## src/hw/rtl/fcc_neighbour_enumerator_defines.svh

```systemverilog
// Assertion macros used by the neighbour enumerator emit stage.
`ifndef FCC_NEIGHBOUR_ENUMERATOR_DEFINES_SVH
`define FCC_NEIGHBOUR_ENUMERATOR_DEFINES_SVH

// Same-cycle implication, checked outside reset.
`define FCC_ASSERT_NOW(label, clk, rst_n, ante, cons) \
  label: assert property (@(posedge clk) disable iff (!rst_n) (ante) |-> (cons)) \
    else $error("fcc neighbour enumerator: same-cycle check failed");

// Next-cycle implication, checked outside reset.
`define FCC_ASSERT_NEXT(label, clk, rst_n, ante, cons) \
  label: assert property (@(posedge clk) disable iff (!rst_n) (ante) |=> (cons)) \
    else $error("fcc neighbour enumerator: next-cycle check failed");

`endif

```

## src/hw/rtl/fcc_nbr_pkg.sv

```systemverilog
// Types, constants and the neighbour offset tables of the FCC neighbour enumerator.
package fcc_nbr_pkg;

  localparam int MAX_DIM = 1024;
  localparam int CFG_W   = 11;
  localparam int CRD_W   = 10;
  localparam int EXT_W   = 12;
  localparam int NB_NEAR = 12;
  localparam int NB_ALL  = 18;
  localparam int POS_W   = 5;
  localparam int IDX_W   = 2;

  localparam logic [IDX_W-1:0] CFG_NUM_ROWS    = 2'd0;
  localparam logic [IDX_W-1:0] CFG_NUM_COLUMNS = 2'd1;
  localparam logic [IDX_W-1:0] CFG_NUM_LAYERS  = 2'd2;

  typedef enum logic [1:0] {
    ST_GIVEN = 2'd0,
    ST_NONE  = 2'd1,
    ST_RANGE = 2'd2
  } status_t;

  typedef struct packed {
    logic [CFG_W-1:0] rows;
    logic [CFG_W-1:0] cols;
    logic [CFG_W-1:0] layers;
  } dims_t;

  typedef struct packed {
    status_t           status;
    logic [CRD_W-1:0]  row;
    logic [CRD_W-1:0]  col;
    logic [CRD_W-1:0]  layer;
    logic              odd;
    logic [NB_ALL-1:0] mask;
  } item_t;

  typedef struct packed {
    logic [EXT_W-1:0] r;
    logic [EXT_W-1:0] c;
    logic [EXT_W-1:0] l;
  } coord_t;

  // Row, column (aligned point) and layer offsets by position.
  localparam logic signed [2:0] NB_DR [NB_ALL] = '{
    -3'sd1, -3'sd1, -3'sd1, -3'sd1, 3'sd0, 3'sd0, 3'sd0, 3'sd0, 3'sd1,
    3'sd1, 3'sd1, 3'sd1, -3'sd2, 3'sd0, 3'sd0, 3'sd0, 3'sd0, 3'sd2};
  localparam logic signed [2:0] NB_DC [NB_ALL] = '{
    3'sd0, -3'sd1, 3'sd0, 3'sd0, -3'sd1, -3'sd1, 3'sd0, 3'sd0, 3'sd0,
    -3'sd1, 3'sd0, 3'sd0, 3'sd0, 3'sd0, -3'sd1, 3'sd0, 3'sd1, 3'sd0};
  localparam logic signed [2:0] NB_DL [NB_ALL] = '{
    -3'sd1, 3'sd0, 3'sd1, 3'sd0, -3'sd1, 3'sd1, 3'sd1, -3'sd1, -3'sd1,
    3'sd0, 3'sd1, 3'sd0, 3'sd0, -3'sd2, 3'sd0, 3'sd2, 3'sd0, 3'sd0};
  // Bit p set: for odd centres (row plus layer odd) the column of position p moves one to the right.
  localparam logic [NB_ALL-1:0] NB_SHIFT = 18'b000000101011111010;

  function automatic logic [EXT_W-1:0] ext_delta(input logic signed [2:0] d);
    return {{(EXT_W-3){d[2]}}, d};
  endfunction

  // Neighbour coordinates in 12-bit two's complement; negatives read as huge.
  function automatic coord_t nb_coord(input logic [POS_W-1:0] pos,
                                      input logic [CRD_W-1:0] row,
                                      input logic [CRD_W-1:0] col,
                                      input logic [CRD_W-1:0] layer,
                                      input logic             odd);
    coord_t co;
    co.r = EXT_W'(row) + ext_delta(NB_DR[pos]);
    co.c = EXT_W'(col) + ext_delta(NB_DC[pos]) + EXT_W'(odd & NB_SHIFT[pos]);
    co.l = EXT_W'(layer) + ext_delta(NB_DL[pos]);
    return co;
  endfunction

endpackage

```

## src/hw/rtl/fcc_nbr_eval.sv

```systemverilog
// Classifies an incoming centre point and builds its mask of neighbours inside the lattice.
module fcc_nbr_eval
  import fcc_nbr_pkg::*;
(
  input  logic             func,
  input  logic [CRD_W-1:0] row,
  input  logic [CRD_W-1:0] col,
  input  logic [CRD_W-1:0] layer,
  input  dims_t            dims,
  output item_t            item
);

  logic              odd;
  logic              centre_in;
  logic [NB_ALL-1:0] mask;
  coord_t            co [NB_ALL];

  assign odd = row[0] ^ layer[0];
  assign centre_in = ({1'b0, row} < dims.rows) && ({1'b0, col} < dims.cols) &&
                     ({1'b0, layer} < dims.layers);

  // A negative coordinate wraps to a value above any size, so one compare per axis.
  always_comb begin
    for (int i = 0; i < NB_ALL; i++) begin
      co[i] = nb_coord(POS_W'(i), row, col, layer, odd);
      mask[i] = (co[i].r < EXT_W'(dims.rows)) && (co[i].c < EXT_W'(dims.cols)) &&
                (co[i].l < EXT_W'(dims.layers)) && (func || i < NB_NEAR);
    end
  end

  always_comb begin
    item.row   = row;
    item.col   = col;
    item.layer = layer;
    item.odd   = odd;
    if (!centre_in) begin
      item.status = ST_RANGE;
      item.mask   = '0;
    end else if (mask == '0) begin
      item.status = ST_NONE;
      item.mask   = '0;
    end else begin
      item.status = ST_GIVEN;
      item.mask   = mask;
    end
  end

endmodule

```

## src/hw/rtl/fcc_nbr_emit.sv

```systemverilog
// Holds the current centre point and sends its neighbours, one word per cycle unless the output stalls.
`include "fcc_neighbour_enumerator_defines.svh"
module fcc_nbr_emit
  import fcc_nbr_pkg::*;
(
  input  logic             clk,
  input  logic             rst_n,
  input  logic             in_valid,
  output logic             in_ready,
  input  item_t            item_in,
  output logic             out_valid,
  input  logic             out_ready,
  output logic [1:0]       out_status,
  output logic [POS_W-1:0] out_position,
  output logic [CRD_W-1:0] out_nb_row,
  output logic [CRD_W-1:0] out_nb_col,
  output logic [CRD_W-1:0] out_nb_layer,
  output logic             out_last
);

  logic              item_v_r, item_v_nxt;
  item_t             item_r, item_nxt;
  logic              out_valid_r, out_valid_nxt;
  status_t           out_status_r, out_status_nxt;
  logic [POS_W-1:0]  out_pos_r, out_pos_nxt;
  logic [CRD_W-1:0]  out_row_r, out_row_nxt;
  logic [CRD_W-1:0]  out_col_r, out_col_nxt;
  logic [CRD_W-1:0]  out_layer_r, out_layer_nxt;
  logic              out_last_r, out_last_nxt;

  logic [POS_W-1:0]  sel_pos;
  logic [NB_ALL-1:0] rest;
  logic              last_now;
  logic              adv;
  logic              fire;
  logic              take;
  coord_t            sel_co;

  // Lowest remaining position goes out first.
  always_comb begin
    sel_pos = '0;
    for (int i = NB_ALL - 1; i >= 0; i--) begin
      if (item_r.mask[i]) begin
        sel_pos = POS_W'(i);
      end
    end
  end

  assign rest     = item_r.mask & ~(NB_ALL'(1) << sel_pos);
  assign last_now = (item_r.status != ST_GIVEN) || (rest == '0);
  assign adv      = !out_valid_r || out_ready;
  assign fire     = item_v_r && adv;
  assign in_ready = !item_v_r || (fire && last_now);
  assign take     = in_valid && in_ready;
  assign sel_co   = nb_coord(sel_pos, item_r.row, item_r.col, item_r.layer, item_r.odd);

  always_comb begin
    item_v_nxt = item_v_r;
    item_nxt   = item_r;
    if (take) begin
      item_v_nxt = 1'b1;
      item_nxt   = item_in;
    end else if (fire) begin
      item_v_nxt    = !last_now;
      item_nxt.mask = rest;
    end
  end

  always_comb begin
    out_valid_nxt  = out_valid_r;
    out_status_nxt = out_status_r;
    out_pos_nxt    = out_pos_r;
    out_row_nxt    = out_row_r;
    out_col_nxt    = out_col_r;
    out_layer_nxt  = out_layer_r;
    out_last_nxt   = out_last_r;
    if (fire) begin
      out_valid_nxt  = 1'b1;
      out_status_nxt = item_r.status;
      out_last_nxt   = last_now;
      if (item_r.status == ST_GIVEN) begin
        out_pos_nxt   = sel_pos;
        out_row_nxt   = sel_co.r[CRD_W-1:0];
        out_col_nxt   = sel_co.c[CRD_W-1:0];
        out_layer_nxt = sel_co.l[CRD_W-1:0];
      end else begin
        out_pos_nxt   = '0;
        out_row_nxt   = '0;
        out_col_nxt   = '0;
        out_layer_nxt = '0;
      end
    end else if (out_ready) begin
      out_valid_nxt = 1'b0;
    end
  end

  always_ff @(posedge clk) begin
    if (!rst_n) begin
      item_v_r    <= 1'b0;
      out_valid_r <= 1'b0;
    end else begin
      item_v_r    <= item_v_nxt;
      out_valid_r <= out_valid_nxt;
    end
    item_r       <= item_nxt;
    out_status_r <= out_status_nxt;
    out_pos_r    <= out_pos_nxt;
    out_row_r    <= out_row_nxt;
    out_col_r    <= out_col_nxt;
    out_layer_r  <= out_layer_nxt;
    out_last_r   <= out_last_nxt;
  end

  assign out_valid    = out_valid_r;
  assign out_status   = out_status_r;
  assign out_position = out_pos_r;
  assign out_nb_row   = out_row_r;
  assign out_nb_col   = out_col_r;
  assign out_nb_layer = out_layer_r;
  assign out_last     = out_last_r;

  `FCC_ASSERT_NOW(a_given_has_mask, clk, rst_n, item_v_r && item_r.status == ST_GIVEN, item_r.mask != '0)
  `FCC_ASSERT_NOW(a_special_no_mask, clk, rst_n, item_v_r && item_r.status != ST_GIVEN, item_r.mask == '0)
  `FCC_ASSERT_NEXT(a_item_stays, clk, rst_n, fire && !last_now, item_v_r)
  `FCC_ASSERT_NEXT(a_pos_rises, clk, rst_n, fire && !last_now, out_pos_r < sel_pos)

endmodule

```

## src/hw/rtl/fcc_neighbour_enumerator.sv

```systemverilog
// Top level of the FCC lattice neighbour enumerator: size registers and the two stages.
//
// For each centre point word the block sends, in position order, one word per
// neighbour inside the configured lattice (positions 0 to 11, plus 12 to 17 in
// 18-neighbourhood mode), with last set on the final one; an out-of-range centre
// gives a single status-2 word, and a centre with no neighbour inside a single
// status-1 word. One result word leaves per cycle unless out_ready stalls the
// output; a centre point holds the block until its last word goes, and the next
// centre point is taken in the cycle its predecessor's last word is loaded into
// the output register. The neighbour mask is built as the word is taken, and the
// output stage walks it lowest bit first. Size registers read 1 after reset and
// are limited to the lattice maximum as they are written.
module fcc_neighbour_enumerator
  import fcc_nbr_pkg::*;
#(
  parameter int LAT_MAX = MAX_DIM
)
(
  input  logic             clk,
  input  logic             rst_n,
  input  logic             cfg_we,
  input  logic [IDX_W-1:0] cfg_index,
  input  logic [CFG_W-1:0] cfg_wdata,
  input  logic             in_valid,
  output logic             in_ready,
  input  logic             in_func,
  input  logic [CRD_W-1:0] in_row,
  input  logic [CRD_W-1:0] in_col,
  input  logic [CRD_W-1:0] in_layer,
  output logic             out_valid,
  input  logic             out_ready,
  output logic [1:0]       out_status,
  output logic [POS_W-1:0] out_position,
  output logic [CRD_W-1:0] out_nb_row,
  output logic [CRD_W-1:0] out_nb_col,
  output logic [CRD_W-1:0] out_nb_layer,
  output logic             out_last
);

  // A size register holds at most 2047, so larger limits never clip.
  localparam int               DIM_LIM   = (LAT_MAX > 2047) ? 2047 : LAT_MAX;
  localparam logic [CFG_W-1:0] DIM_LIM_W = CFG_W'(DIM_LIM);

  dims_t            dims_r, dims_nxt;
  logic [CFG_W-1:0] wdata_lim;
  item_t            item_in;

  assign wdata_lim = (cfg_wdata > DIM_LIM_W) ? DIM_LIM_W : cfg_wdata;

  always_comb begin
    dims_nxt = dims_r;
    if (cfg_we) begin
      case (cfg_index)
        CFG_NUM_ROWS:    dims_nxt.rows   = wdata_lim;
        CFG_NUM_COLUMNS: dims_nxt.cols   = wdata_lim;
        CFG_NUM_LAYERS:  dims_nxt.layers = wdata_lim;
        default:         dims_nxt = dims_r;
      endcase
    end
  end

  always_ff @(posedge clk) begin
    if (!rst_n) begin
      dims_r.rows   <= CFG_W'(1);
      dims_r.cols   <= CFG_W'(1);
      dims_r.layers <= CFG_W'(1);
    end else begin
      dims_r <= dims_nxt;
    end
  end

  fcc_nbr_eval u_eval (
    .func  (in_func),
    .row   (in_row),
    .col   (in_col),
    .layer (in_layer),
    .dims  (dims_r),
    .item  (item_in)
  );

  fcc_nbr_emit u_emit (
    .clk          (clk),
    .rst_n        (rst_n),
    .in_valid     (in_valid),
    .in_ready     (in_ready),
    .item_in      (item_in),
    .out_valid    (out_valid),
    .out_ready    (out_ready),
    .out_status   (out_status),
    .out_position (out_position),
    .out_nb_row   (out_nb_row),
    .out_nb_col   (out_nb_col),
    .out_nb_layer (out_nb_layer),
    .out_last     (out_last)
  );

endmodule

```

## config.mk

```make
export PLATFORM = sky130hd
export DESIGN_NAME = fcc_neighbour_enumerator
export DESIGN_NICKNAME = d
export VERILOG_FILES = /design/src/hw/rtl/fcc_nbr_pkg.sv /design/src/hw/rtl/fcc_nbr_eval.sv /design/src/hw/rtl/fcc_nbr_emit.sv /design/src/hw/rtl/fcc_neighbour_enumerator.sv
export VERILOG_INCLUDE_DIRS = /design/src /design/src/hw/rtl
export SDC_FILE = /design/constraint.sdc
export NUM_CORES = 1
export LEC_CHECK = 0
export CAP_MARGIN = 15
export CORE_ASPECT_RATIO = 2
export CORE_MARGIN = 1.5
export CORE_UTILIZATION = 35
export DETAILED_ROUTE_END_ITERATION = 12
export DONT_BUFFER_PORTS = 1
export GPL_TIMING_DRIVEN = 0
export HOLD_SLACK_MARGIN = 0.1
export SLEW_MARGIN = 20
export SYNTH_ARGS = -nofsm -noshare
export SYNTH_HDL_FRONTEND = slang
export SYNTH_HIERARCHICAL = 1
export SYNTH_SLANG_ARGS = --single-unit
```

## constraint.sdc

```tcl
create_clock -name clk -period 5.1 [get_ports clk]
set_input_delay 1.53 -clock clk [delete_from_list [all_inputs] [get_ports clk]]
set_output_delay 1.53 -clock clk [all_outputs]
set_load 0.1 [all_outputs]
```

# ---- After elaboration in Yosys (flattened, before gate mapping)
# Memory sizes are Yosys's and may differ from the RTL's.
# Index checks and enable logic that the tools add are counted.
dict set report word_totals {
  reg_bits 124
  mem_bits_ro 320
  in_bits 49
  out_inout_bits 40
  elab_cells 159
  n_memories 4
}
dict set report op_classes {
  n_addsub 16
  order_cmp 21
  n_eq_ne 2
  n_shift 1
  n_mux 35
  n_bitwise 5
  reduce_logical 58
}
# memory depth width rd rd_clocked_by_memory_dff write_ports line
set memory_table {}
lappend memory_table {{(no name shown)} 32 3 1 0 0 fcc_nbr_pkg.sv:68} ;# co.r = EXT_W'(row) + ext_delta(NB_DR[pos]);
lappend memory_table {{(no name shown)} 32 3 1 0 0 fcc_nbr_pkg.sv:69} ;# co.c = EXT_W'(col) + ext_delta(NB_DC[pos]) + EXT_W'(odd & NB_SHIFT[pos]);
lappend memory_table {{(no name shown)} 32 3 1 0 0 fcc_nbr_pkg.sv:70} ;# co.l = EXT_W'(layer) + ext_delta(NB_DL[pos]);
lappend memory_table {{(no name shown)} 32 1 1 0 0 fcc_nbr_pkg.sv:69}
# operator n
set op_table {}
lappend op_table {{< comparator 12 x 11 -> 1 bit} 9}
lappend op_table {{2-to-1 mux 5 bit} 18}
lappend op_table {{2-to-1 mux 18 bit} 4}
lappend op_table {{< comparator 10 x 11 -> 1 bit} 6}
lappend op_table {{logical AND 1 bit} 42}
lappend op_table {{adder 11 x 1 -> 12 bit (second input constant)} 3}
lappend op_table {{logical NOT 18 bit} 2}
lappend op_table {{adder 10 x 1 -> 11 bit (second input constant)} 3}
lappend op_table {{< comparator 11 bit} 3}
lappend op_table {{adder 10 x 3 -> 10 bit} 3}
lappend op_table {{adder 11 x 2 -> 12 bit (second input constant)} 2}
lappend op_table {{adder 10 x 2 -> 11 bit (second input constant)} 2}
lappend op_table {{bitwise AND 18 bit} 1}
lappend op_table {{2-to-1 mux 3 bit} 6}
lappend op_table {{NOT 18 bit} 1}
lappend op_table {{left shift 1 x 5 -> 18 bit (first input constant)} 1}
lappend op_table {{adder 12 x 1 -> 12 bit} 1}
lappend op_table {{adder 10 x 1 -> 11 bit} 1}
lappend op_table {{greater-than comparator 11 bit (second input constant)} 1}
lappend op_table {{2-to-1 mux 11 bit} 1}
lappend op_table {{adder 10 bit} 1}
lappend op_table {{greater-or-equal comparator 6 bit (second input constant)} 1}
lappend op_table {{< comparator 5 x 6 -> 1 bit (second input constant)} 1}
lappend op_table {{2-to-1 mux 1 bit} 6}
lappend op_table {{other kinds (10)} 19}

# ---- Longest topological paths before layout
# Gate-level depths: netlist of the first run.
dict set report depth {
  word_depth 27
  mapped_depth 21
}

# ---- Modules after synthesis
# Netlist of the first run, hierarchy kept.
# mod n_inst cells_per_inst area_per_inst_um2 seq_area_each_um2
set modules_own_cells {}
lappend modules_own_cells {fcc_nbr_eval 1 735 5482.8 0.0}
lappend modules_own_cells {fcc_nbr_emit 1 396 4912.2 2712.6}
lappend modules_own_cells {fcc_neighbour_enumerator 1 125 1208.7 660.6}

# ---- Worst setup path after synthesis of the first run
# No wires, ideal clock.
dict set report synth_timing {
  path_type {flip-flop to output port}
  from {reg u_emit/item_r[14] in the netlist's numbering}
  to {out in_ready}
  arrival_time_ps 4114
  required_time_ps 3570
  path_slack_ps -544
  stages_incl_launch_ff 13
  n_path_buf 0
  cell_sequence {edfxtp_1 > nor2_1 > o311ai_0 > a311oi_1 > nor3_1 > o31ai_1 > ha_1 > nor2b_1 > or4_1 > nor3_1 > and3_1 > a31oi_1 > a21oi_1}
}
dict set report synth_via {
  elab_chain_cells 22
}
# element line
set synth_rtl {}
lappend synth_rtl {{start: declaration} fcc_nbr_emit.sv:22} ;# item_t item_r, item_nxt;
lappend synth_rtl {{start signal: assignment} fcc_nbr_emit.sv:105} ;# item_r <= item_nxt;
lappend synth_rtl {{2-to-1 mux 5 bit (15 in series)} fcc_nbr_emit.sv:43} ;# if (item_r.mask[i]) begin
lappend synth_rtl {{left shift 1 x 5 -> 18 bit} fcc_nbr_emit.sv:49} ;# assign rest = item_r.mask & ~(NB_ALL'(1) << sel_pos);
lappend synth_rtl {{NOT 18 bit} fcc_nbr_emit.sv:49}
lappend synth_rtl {{bitwise AND 18 bit (*)} fcc_nbr_emit.sv:49}
lappend synth_rtl {{logical NOT 18 bit (*)} fcc_nbr_emit.sv:50} ;# assign last_now = (item_r.status != ST_GIVEN) || (rest == '0);
lappend synth_rtl {{logical OR 1 bit (*)} fcc_nbr_emit.sv:50}
lappend synth_rtl {{logical AND 1 bit (*)} fcc_nbr_emit.sv:53} ;# assign in_ready = !item_v_r || (fire && last_now);
lappend synth_rtl {{logical OR 1 bit (*)} fcc_nbr_emit.sv:53}
lappend synth_rtl {{end: declaration} fcc_neighbour_enumerator.sv:25} ;# output logic in_ready,
# Mark *: on every way between the ends. The rest lies on a longest branch, timed or not.

# ---- Worst setup path after layout of the first run
dict set report layout_timing {
  from {reg u_emit/item_r[15] in the netlist's numbering}
  to {out in_ready}
}
dict set report layout_via {
  elab_chain_cells 23
}
# element line
set layout_rtl {}
lappend layout_rtl {{2-to-1 mux 5 bit (16 in series)} fcc_nbr_emit.sv:43}
lappend layout_rtl {{left shift 1 x 5 -> 18 bit} fcc_nbr_emit.sv:49}
lappend layout_rtl {{NOT 18 bit} fcc_nbr_emit.sv:49}
lappend layout_rtl {{bitwise AND 18 bit (*)} fcc_nbr_emit.sv:49}
lappend layout_rtl {{logical NOT 18 bit (*)} fcc_nbr_emit.sv:50}
lappend layout_rtl {{logical OR 1 bit (*)} fcc_nbr_emit.sv:50}
lappend layout_rtl {{logical AND 1 bit (*)} fcc_nbr_emit.sv:53}
lappend layout_rtl {{logical OR 1 bit (*)} fcc_nbr_emit.sv:53}
# Marks and branches as above.

==> results.md, run 1 <==
* Crit path buffers/inverters at 1
* Asr flop ratio synth at 0%
* Final GP Congestion at 0.924
* Combinational share of power at 30.8%
* Net switching power at 0.00126 W
* Type of the worst setup path: reg -> out
* Min setup slack post-route at -213 ps
* Global routing usage on met2 at 36.1%
* Clock Sink Count at 124
* Register area share after synthesis at 29.1%
* I/O pins at 89
* Clock Pin Slew Worst Setup and Hold Paths at 60 ps
* Arrival time of the worst setup path at 3780 ps
* Diodes inserted at 0
* Final net count at 1531
* Top delay family on crit path: compound AO/OA/AOI/OAI gates
* Fin crit share at 104%
* Standard cell area after detailed placement at 0.0122 mm²
* Most utilized layer in the global route result: met2
* Synthesized area per cell at 9.24 µm²
* Routed wirelength normalized by instance count at 18.0 µm
* Share of total power consumed by net switching at 34.4%
* Net count after synthesis at 1500
* Worst stage delay on the critical path at 640 ps
* Cell types occupying the most area after synthesis: sky130_fd_sc_hd__edfxtp_1 23%, sky130_fd_sc_hd__ha_1 21%, sky130_fd_sc_hd__dfxtp_1 6.0%
* Number of register bits inferred by synthesis at 124
* Drt initial violations at 388
* Met3 usage at 3.34%
* Largest net degree at the start of global routing at 43
* Sequential fraction of design power at 35.9%
* Max Root-Sink Buffers at 2
* Most common cell in the synthesized netlist: sky130_fd_sc_hd__ha_1
* Int Pwr at 0.00241 W
* Failing checks: setup timing
* Syn Std Cell Area at 0.0116 mm²
* Worst hold margin at 471 ps
* Overflow left after global routing at 0
* Relative max-transition margin at 35.7%
* Unique cell type count in the Yosys netlist at 81
* Core Rows at 94
* Clock network fraction of total power at 33.3%
* Yosys warnings at 6
* Required arrival time at the worst endpoint at 3570 ps
* Post-synthesis cell type with the largest combined area: sky130_fd_sc_hd__edfxtp_1
* Die area at 0.0343 mm²
* Primary FF master, synth: sky130_fd_sc_hd__edfxtp_1
* Fin. max-slew vios at 0
* First-pass DRT Iterations at 4
* Clock network latency to the later pin of the worst-skew pair at 440 ps
* Power Density at 282 mW/mm²
* Total track usage at 18.3%
* Initial antenna violation count at 0
* Status: finished with violations
* Maximum achievable frequency at 0.188 GHz
* Max Fanout on Critical Path at 3
* Vias after detailed routing at 9308
* Number of setup violations in the final report at 1
* Met1 usage in global routing at 16.1%
* Area Growth Syn to Fin at 12.3%
* Final Hold Violating Endpoints at 0
* RSZ-0062 raised after global routing: yes
* Total detailed-routing wirelength at 31100 µm
* Die height at 261 µm
* Wire length of the first global-routing pass at 48700 µm
* Via-per-instance ratio at 5.37
* Inserted Clock Buffers at 17
* Worst IR Drop VDD at 0.238 mV
* Horizontal die dimension at 132 µm
* CTS tree: built
* Clock root cell: sky130_fd_sc_hd__clkbuf_16
* Worst slack after detailed placement at -360 ps
* Total Power at 0.00367 W
* Antenna-violating nets left at 0
* Slowest library cell on the worst path: sky130_fd_sc_hd__a21oi_4
* Kind of start point of the critical path: flop
* Worst Setup End Kind: primary output
* Count of input and output buffers at 0
* H-tree depth at 4
* Share of cells above drive strength 1 at 12.5%
* Area of the core region at 0.0328 mm²
* Critical path cell sequence: nor2_2 > o311ai_4 > a311oi_2 > nor3_2 > o31ai_2 > buf_4 > ha_4 > nor2b_2 > or4_4 > nor3_4 > and3_4 > a31oi_4 > a21oi_4
* Initial Utilization at 35.4%
* Max Clock Skew at 11.6 ps
* Worst-Margin Slew at 964 ps
* Post-detailed-placement half-perimeter wirelength at 25900 µm
* Most instantiated cells after synthesis: 191 x sky130_fd_sc_hd__ha_1, 97 x sky130_fd_sc_hd__nor2_1, 89 x sky130_fd_sc_hd__edfxtp_1
* Post-synth top area share at 23.0%
* Number of violations of the max-capacitance limit at 0
* Time the final worst path needs with I/O delays and setup at 5310 ps
* Total of hold buffers inserted after clock tree synthesis at 0
* Worst min-delay path category: reg -> reg
* Number of synthesized flops with an enable pin at 89
* Reported leakage power at 5.13 nW
* Number of instances in the synthesized netlist at 1256
* Drt drc at 0
* Via count of the first global-routing pass at 9447
* Final instance area at 0.0130 mm²
-- state kept, by name, indices dropped and copies added (netlist names) --
name,count
u_emit/out_status,2
u_emit/out_nb_layer,10
u_emit/out_nb_row,10
u_emit/out_valid,1
dims_r,33
u_emit/item_v_r,1
u_emit/out_nb_col,10
u_emit/out_position,5
u_emit/out_last,1
u_emit/item_r,51
-- power by group through the flow --
stage          logic (W)  clock network [W]  registers, W
2_1_floorplan   0.000833                  0       0.00132
3_3_place_gp     0.00103                  0       0.00134
3_5_place_dp     0.00106                  0       0.00134
4_1_cts          0.00112            0.00124       0.00132
5_1_grt          0.00127            0.00129       0.00133
6_report         0.00113            0.00122       0.00132
-- worst paths after layout --
path / endpoint / from / cells past startpoint / slack [ps]
worst max-delay path: in_ready / u_emit/item_r[15] / 13 / -210
worst min-delay path: dims_r[25] / dims_r[25] / 2 / 470
worst max register to register: u_emit/out_nb_layer[9] / u_emit/item_r[15] / 20 / 250
worst min register to register: dims_r[25] / dims_r[25] / 2 / 470
-- repair_timing --
item,CTS,global route
endpoints found under the setup margin,4,10
buffers inserted,9,2
pin swaps,7,6
gates cloned,0,0
gates resized for setup,23,11
-- per-stage QoR --
step	instances	util, %	setup TNS (ps)
after floorplan	1256	-	0
after global placement	1688	37.0	-3880
after detailed placement	1689	37.2	-3440
after CTS	1730	39.5	-277
after global routing	1732	39.7	-384
final	1732	39.7	-213
-- final cells by class --
cell class                      count  area [µm²]
Clock buffer                       18         429
Inverter                           77         289
Buffer                             79         464
Multi-Input combinational cell    976        7660
Timing Repair Buffer               12         110
Fill cell                        3205       19800
Tap cell                          432         541
Sequential cell                   124        3370
Clock inverter                     14         169
-- cell usage in the layout, fill, tap and decap left out, types with 20 or more instances in the layout --
cell / instances
sky130_fd_sc_hd__ha_1: 187
sky130_fd_sc_hd__nand3_1: 63
sky130_fd_sc_hd__dfxtp_1: 35
sky130_fd_sc_hd__nor3_1: 30
sky130_fd_sc_hd__nand2_1: 68
sky130_fd_sc_hd__buf_4: 42
sky130_fd_sc_hd__xnor2_1: 60
sky130_fd_sc_hd__clkbuf_1: 32
sky130_fd_sc_hd__nor2_1: 96
sky130_fd_sc_hd__a21o_1: 23
sky130_fd_sc_hd__o21ai_0: 57
sky130_fd_sc_hd__nor2b_1: 20
sky130_fd_sc_hd__a21oi_1: 56
sky130_fd_sc_hd__inv_1: 75
sky130_fd_sc_hd__xor2_1: 48
sky130_fd_sc_hd__edfxtp_1: 89
-- kinds of logic (layout without fill, tap and decap cells) --
group / after synthesis / after routing / synth area share [%]
fa+ha+maj: 195 / 195 / 21.3
simple gates: 380 / 380 / 16.9
xor+xnor: 111 / 111 / 8.51
mux: 18 / 18 / 2.04
buf+inv: 156 / 200 / 6.49
flops: 124 / 124 / 29.1
compound gates: 272 / 272 / 15.7
-- routing by layer --
metal	routed length [µm]	share of wire [%]
met1	10600	34
met2	17000	55
met3	1120	3.6
met4	2310	7.4
met5	0	0
-- worst reg2reg max path, delay by kind of cell (launching register included) --
kind                       cells  cell delay [ps]
xor gates and xnor gates       1              160
adders and majority gates      2              500
AOI/OAI and AO/OA              9             2510
buffers and inverters          3              440
DFF                            1              420
and+or+nand+nor                5              560
(Power assumes the default switching activity.)
==> run 2, diff against run 1 <==
- PLACE_DENSITY_LB_ADDON: unset -> 0.08
==> run 2 against run 1 <==
The flow still finishes with violations (setup timing). Hold slack worse by 1.0 ps. Final area up 0.71%. Clock power about the same. Largest cell class unchanged.
==> results.md, run 2 (synthesis results as in run 1) <==
* Status: finished with violations (unchanged)
* Failing checks: setup timing (unchanged)
* Initial antenna violation count at 2 (was 0)
* Largest Register: u_emit/item_r (unchanged)
* Register-to-Register Setup Slack at 390 ps (was 250 ps)
* Time the final worst path needs with I/O delays and setup at 5220 ps (was 5310 ps)
* Power Density at 285 mW/mm² (was 282 mW/mm²)
* Worst hold start: dims_r[24] (was dims_r[25])
* Area Growth Syn to Fin at 13.1% (was 12.3%)
* Via count of the first global-routing pass at 9627 (was 9447)
* Die height at 261 µm (unchanged)
* Count of input and output buffers at 0 (unchanged)
* Core Rows at 94 (unchanged)
* Total Power at 0.00374 W (was 0.00367 W)
* Post-detailed-placement half-perimeter wirelength at 28100 µm (was 25900 µm)
* Final net count at 1533 (was 1531)
* Wire length of the first global-routing pass at 52500 µm (was 48700 µm)
* Drt initial violations at 298 (was 388)
* Inserted Clock Buffers at 17 (unchanged)
* Placed cells at 1689 (unchanged)
* Worst hold margin at 470 ps (was 471 ps)
* Arrival time of the worst setup path at 3690 ps (was 3780 ps)
* Clock network latency to the later pin of the worst-skew pair at 430 ps (was 440 ps)
* Launch point of the worst reg-to-reg path: u_emit/item_r[14] (was u_emit/item_r[15])
* Endpoint with the worst hold slack: dims_r[24] (was dims_r[25])
* Overflow left after global routing at 0 (unchanged)
* Commonest cells after routing, fill and taps aside: 187 x sky130_fd_sc_hd__ha_1, 96 x sky130_fd_sc_hd__nor2_1, 89 x sky130_fd_sc_hd__edfxtp_1, 76 x sky130_fd_sc_hd__inv_1, 68 x sky130_fd_sc_hd__nand2_1 (was 187 x sky130_fd_sc_hd__ha_1, 96 x sky130_fd_sc_hd__nor2_1, 89 x sky130_fd_sc_hd__edfxtp_1, 75 x sky130_fd_sc_hd__inv_1, 68 x sky130_fd_sc_hd__nand2_1)
* Min setup slack post-route at -123 ps (was -213 ps)
* Worst min-delay path category: reg -> reg (unchanged)
* Final GP Congestion at 0.855 (was 0.924)
* Filler-free cell count of the finished design at 1739 (was 1732)
* Worst Setup End Kind: primary output (unchanged)
* Relative max-transition margin at 29.4% (was 35.7%)
* Reported leakage power at 5.18 nW (was 5.13 nW)
* Horizontal die dimension at 132 µm (unchanged)
* Max FFs per register at 51 (unchanged)
* Worst-Margin Slew at 1050 ps (was 964 ps)
* Kind of start point of the critical path: flop (unchanged)
* Maximum achievable frequency at 0.191 GHz (was 0.188 GHz)
* Hold path cells at 2 (unchanged)
* Type of the worst setup path: reg -> out (unchanged)
* First-pass DRT Iterations at 4 (unchanged)
* Clock Pin Slew Worst Setup and Hold Paths at 50 ps (was 60 ps)
* Area of the core region at 0.0328 mm² (unchanged)
* Share of cells above drive strength 1 at 13.1% (was 12.5%)
* Largest net degree at the start of global routing at 43 (unchanged)
* Total detailed-routing wirelength at 33700 µm (was 31100 µm)
* Total track usage at 20.2% (was 18.3%)
* Fin. max-slew vios at 0 (unchanged)
* CTS tree: built (unchanged)
* I/O pins at 89 (unchanged)
* Drt drc at 0 (unchanged)
* H-tree depth at 4 (unchanged)
* Vias after detailed routing at 9147 (was 9308)
* Leading registers by flop count: u_emit/item_r x51, dims_r x33 (unchanged)
* Clock root cell: sky130_fd_sc_hd__clkbuf_16 (unchanged)
* Number of violations of the max-capacitance limit at 0 (unchanged)
* RSZ-0062 raised after global routing: yes (unchanged)
* Initial Utilization at 35.4% (unchanged)
* Antenna-violating nets left at 0 (unchanged)
* Required arrival time at the worst endpoint at 3570 ps (about the same)
* Length in cells of the worst reg-to-reg path at 21 (was 20)
* Fin crit share at 102% (was 104%)
* Max Fanout on Critical Path at 4 (was 3)
* Max Clock Skew at 12.9 ps (was 11.6 ps)
* Worst IR Drop VDD at 0.235 mV (was 0.238 mV)
* Max Root-Sink Buffers at 2 (unchanged)
* Via-per-instance ratio at 5.26 (was 5.37)
* Clock Sink Count at 124 (unchanged)
* Die area at 0.0343 mm² (unchanged)
* Terminus of the critical flop-to-flop path: u_emit/out_nb_col[8] (was u_emit/out_nb_layer[9])
* Final Hold Violating Endpoints at 0 (unchanged)
* Routed wirelength normalized by instance count at 19.4 µm (was 18.0 µm)
* Most frequent standard cell in the layout excluding fill and tap cells: sky130_fd_sc_hd__ha_1 (unchanged)
* Number of setup violations in the final report at 1 (unchanged)
==> run 2: stage by stage <==
step | area (µm²) | setup slack, ps | util, % | TNS (ps)
floorplan | 11600 | 84.4 | - | 0
global placement | 12100 | -1000 | 37.0 | -9080
detailed placement | 12200 | -790 | 37.1 | -7610
CTS | 13000 | -328 | 39.7 | -328
global route | 13100 | -316 | 40.0 | -316
finish | 13100 | -123 | 40.0 | -123
==> run 2: what timing repair did <==
action,in CTS,in global routing
gates resized for setup,25,14
setup buffers,7,6
hold buffers,0,0
setup endpoints to repair,17,11
gates cloned,0,0
pin swaps,8,6
==> run 2: where the power goes <==
part	internal, W	leakage, nW	switching, W
Clock	0.000808	0.313	0.000446
Combinational	0.000501	3.72	0.000665
Sequential	0.00115	1.15	0.000167
Total	0.00246	5.18	0.00128
==> run 2: metal layers <==
| layer | track usage, % | up-vias | share of wire, % |
|---|---|---|---|
| met4 | 11.6 | 0 | 5.1 |
| li1 | - | 4604 | - |
| met1 | 17.8 | 4332 | 34 |
| met3 | 2.66 | 64 | 2.1 |
| met5 | 0 | - | 0 |
| met2 | 42.4 | 147 | 59 |
==> run 2: worst max path at each step <==
stage	slack [ps]	cells after the start	startpoint	to
floorplan	80	12	u_emit/item_r[14]	in_ready
CTS	-330	12	u_emit/item_r[15]	in_ready
finish	-120	10	u_emit/item_r[13]	in_ready
global route	-320	12	u_emit/item_r[14]	in_ready
detailed placement	-790	16	in_layer[2]	u_emit/item_r[49]
global placement	-1000	11	u_emit/item_r[11]	in_ready
==> run 2: final cells by class <==
type | count | area, µm²
fill | 3331 | 19700
multi-input combinational | 976 | 7700
sequential | 124 | 3370
clock buffer | 25 | 557
tap | 432 | 541
buffer | 79 | 464
inverter | 77 | 289
timing repair buffer | 14 | 118
clock inverter | 7 | 68.8
antenna | 5 | 12.5
==> run 2: critical path, cell delays in order, from the launching register on <==
cell and delay (ps):
sky130_fd_sc_hd__edfxtp_1 450, sky130_fd_sc_hd__o311ai_4 330, sky130_fd_sc_hd__a311oi_2 160, sky130_fd_sc_hd__nor3_2 230, sky130_fd_sc_hd__o31ai_4 130, sky130_fd_sc_hd__inv_1 140
sky130_fd_sc_hd__ha_2 260, sky130_fd_sc_hd__a41oi_1 260, sky130_fd_sc_hd__nor4_4 530, sky130_fd_sc_hd__a31oi_4 180, sky130_fd_sc_hd__a21oi_4 600
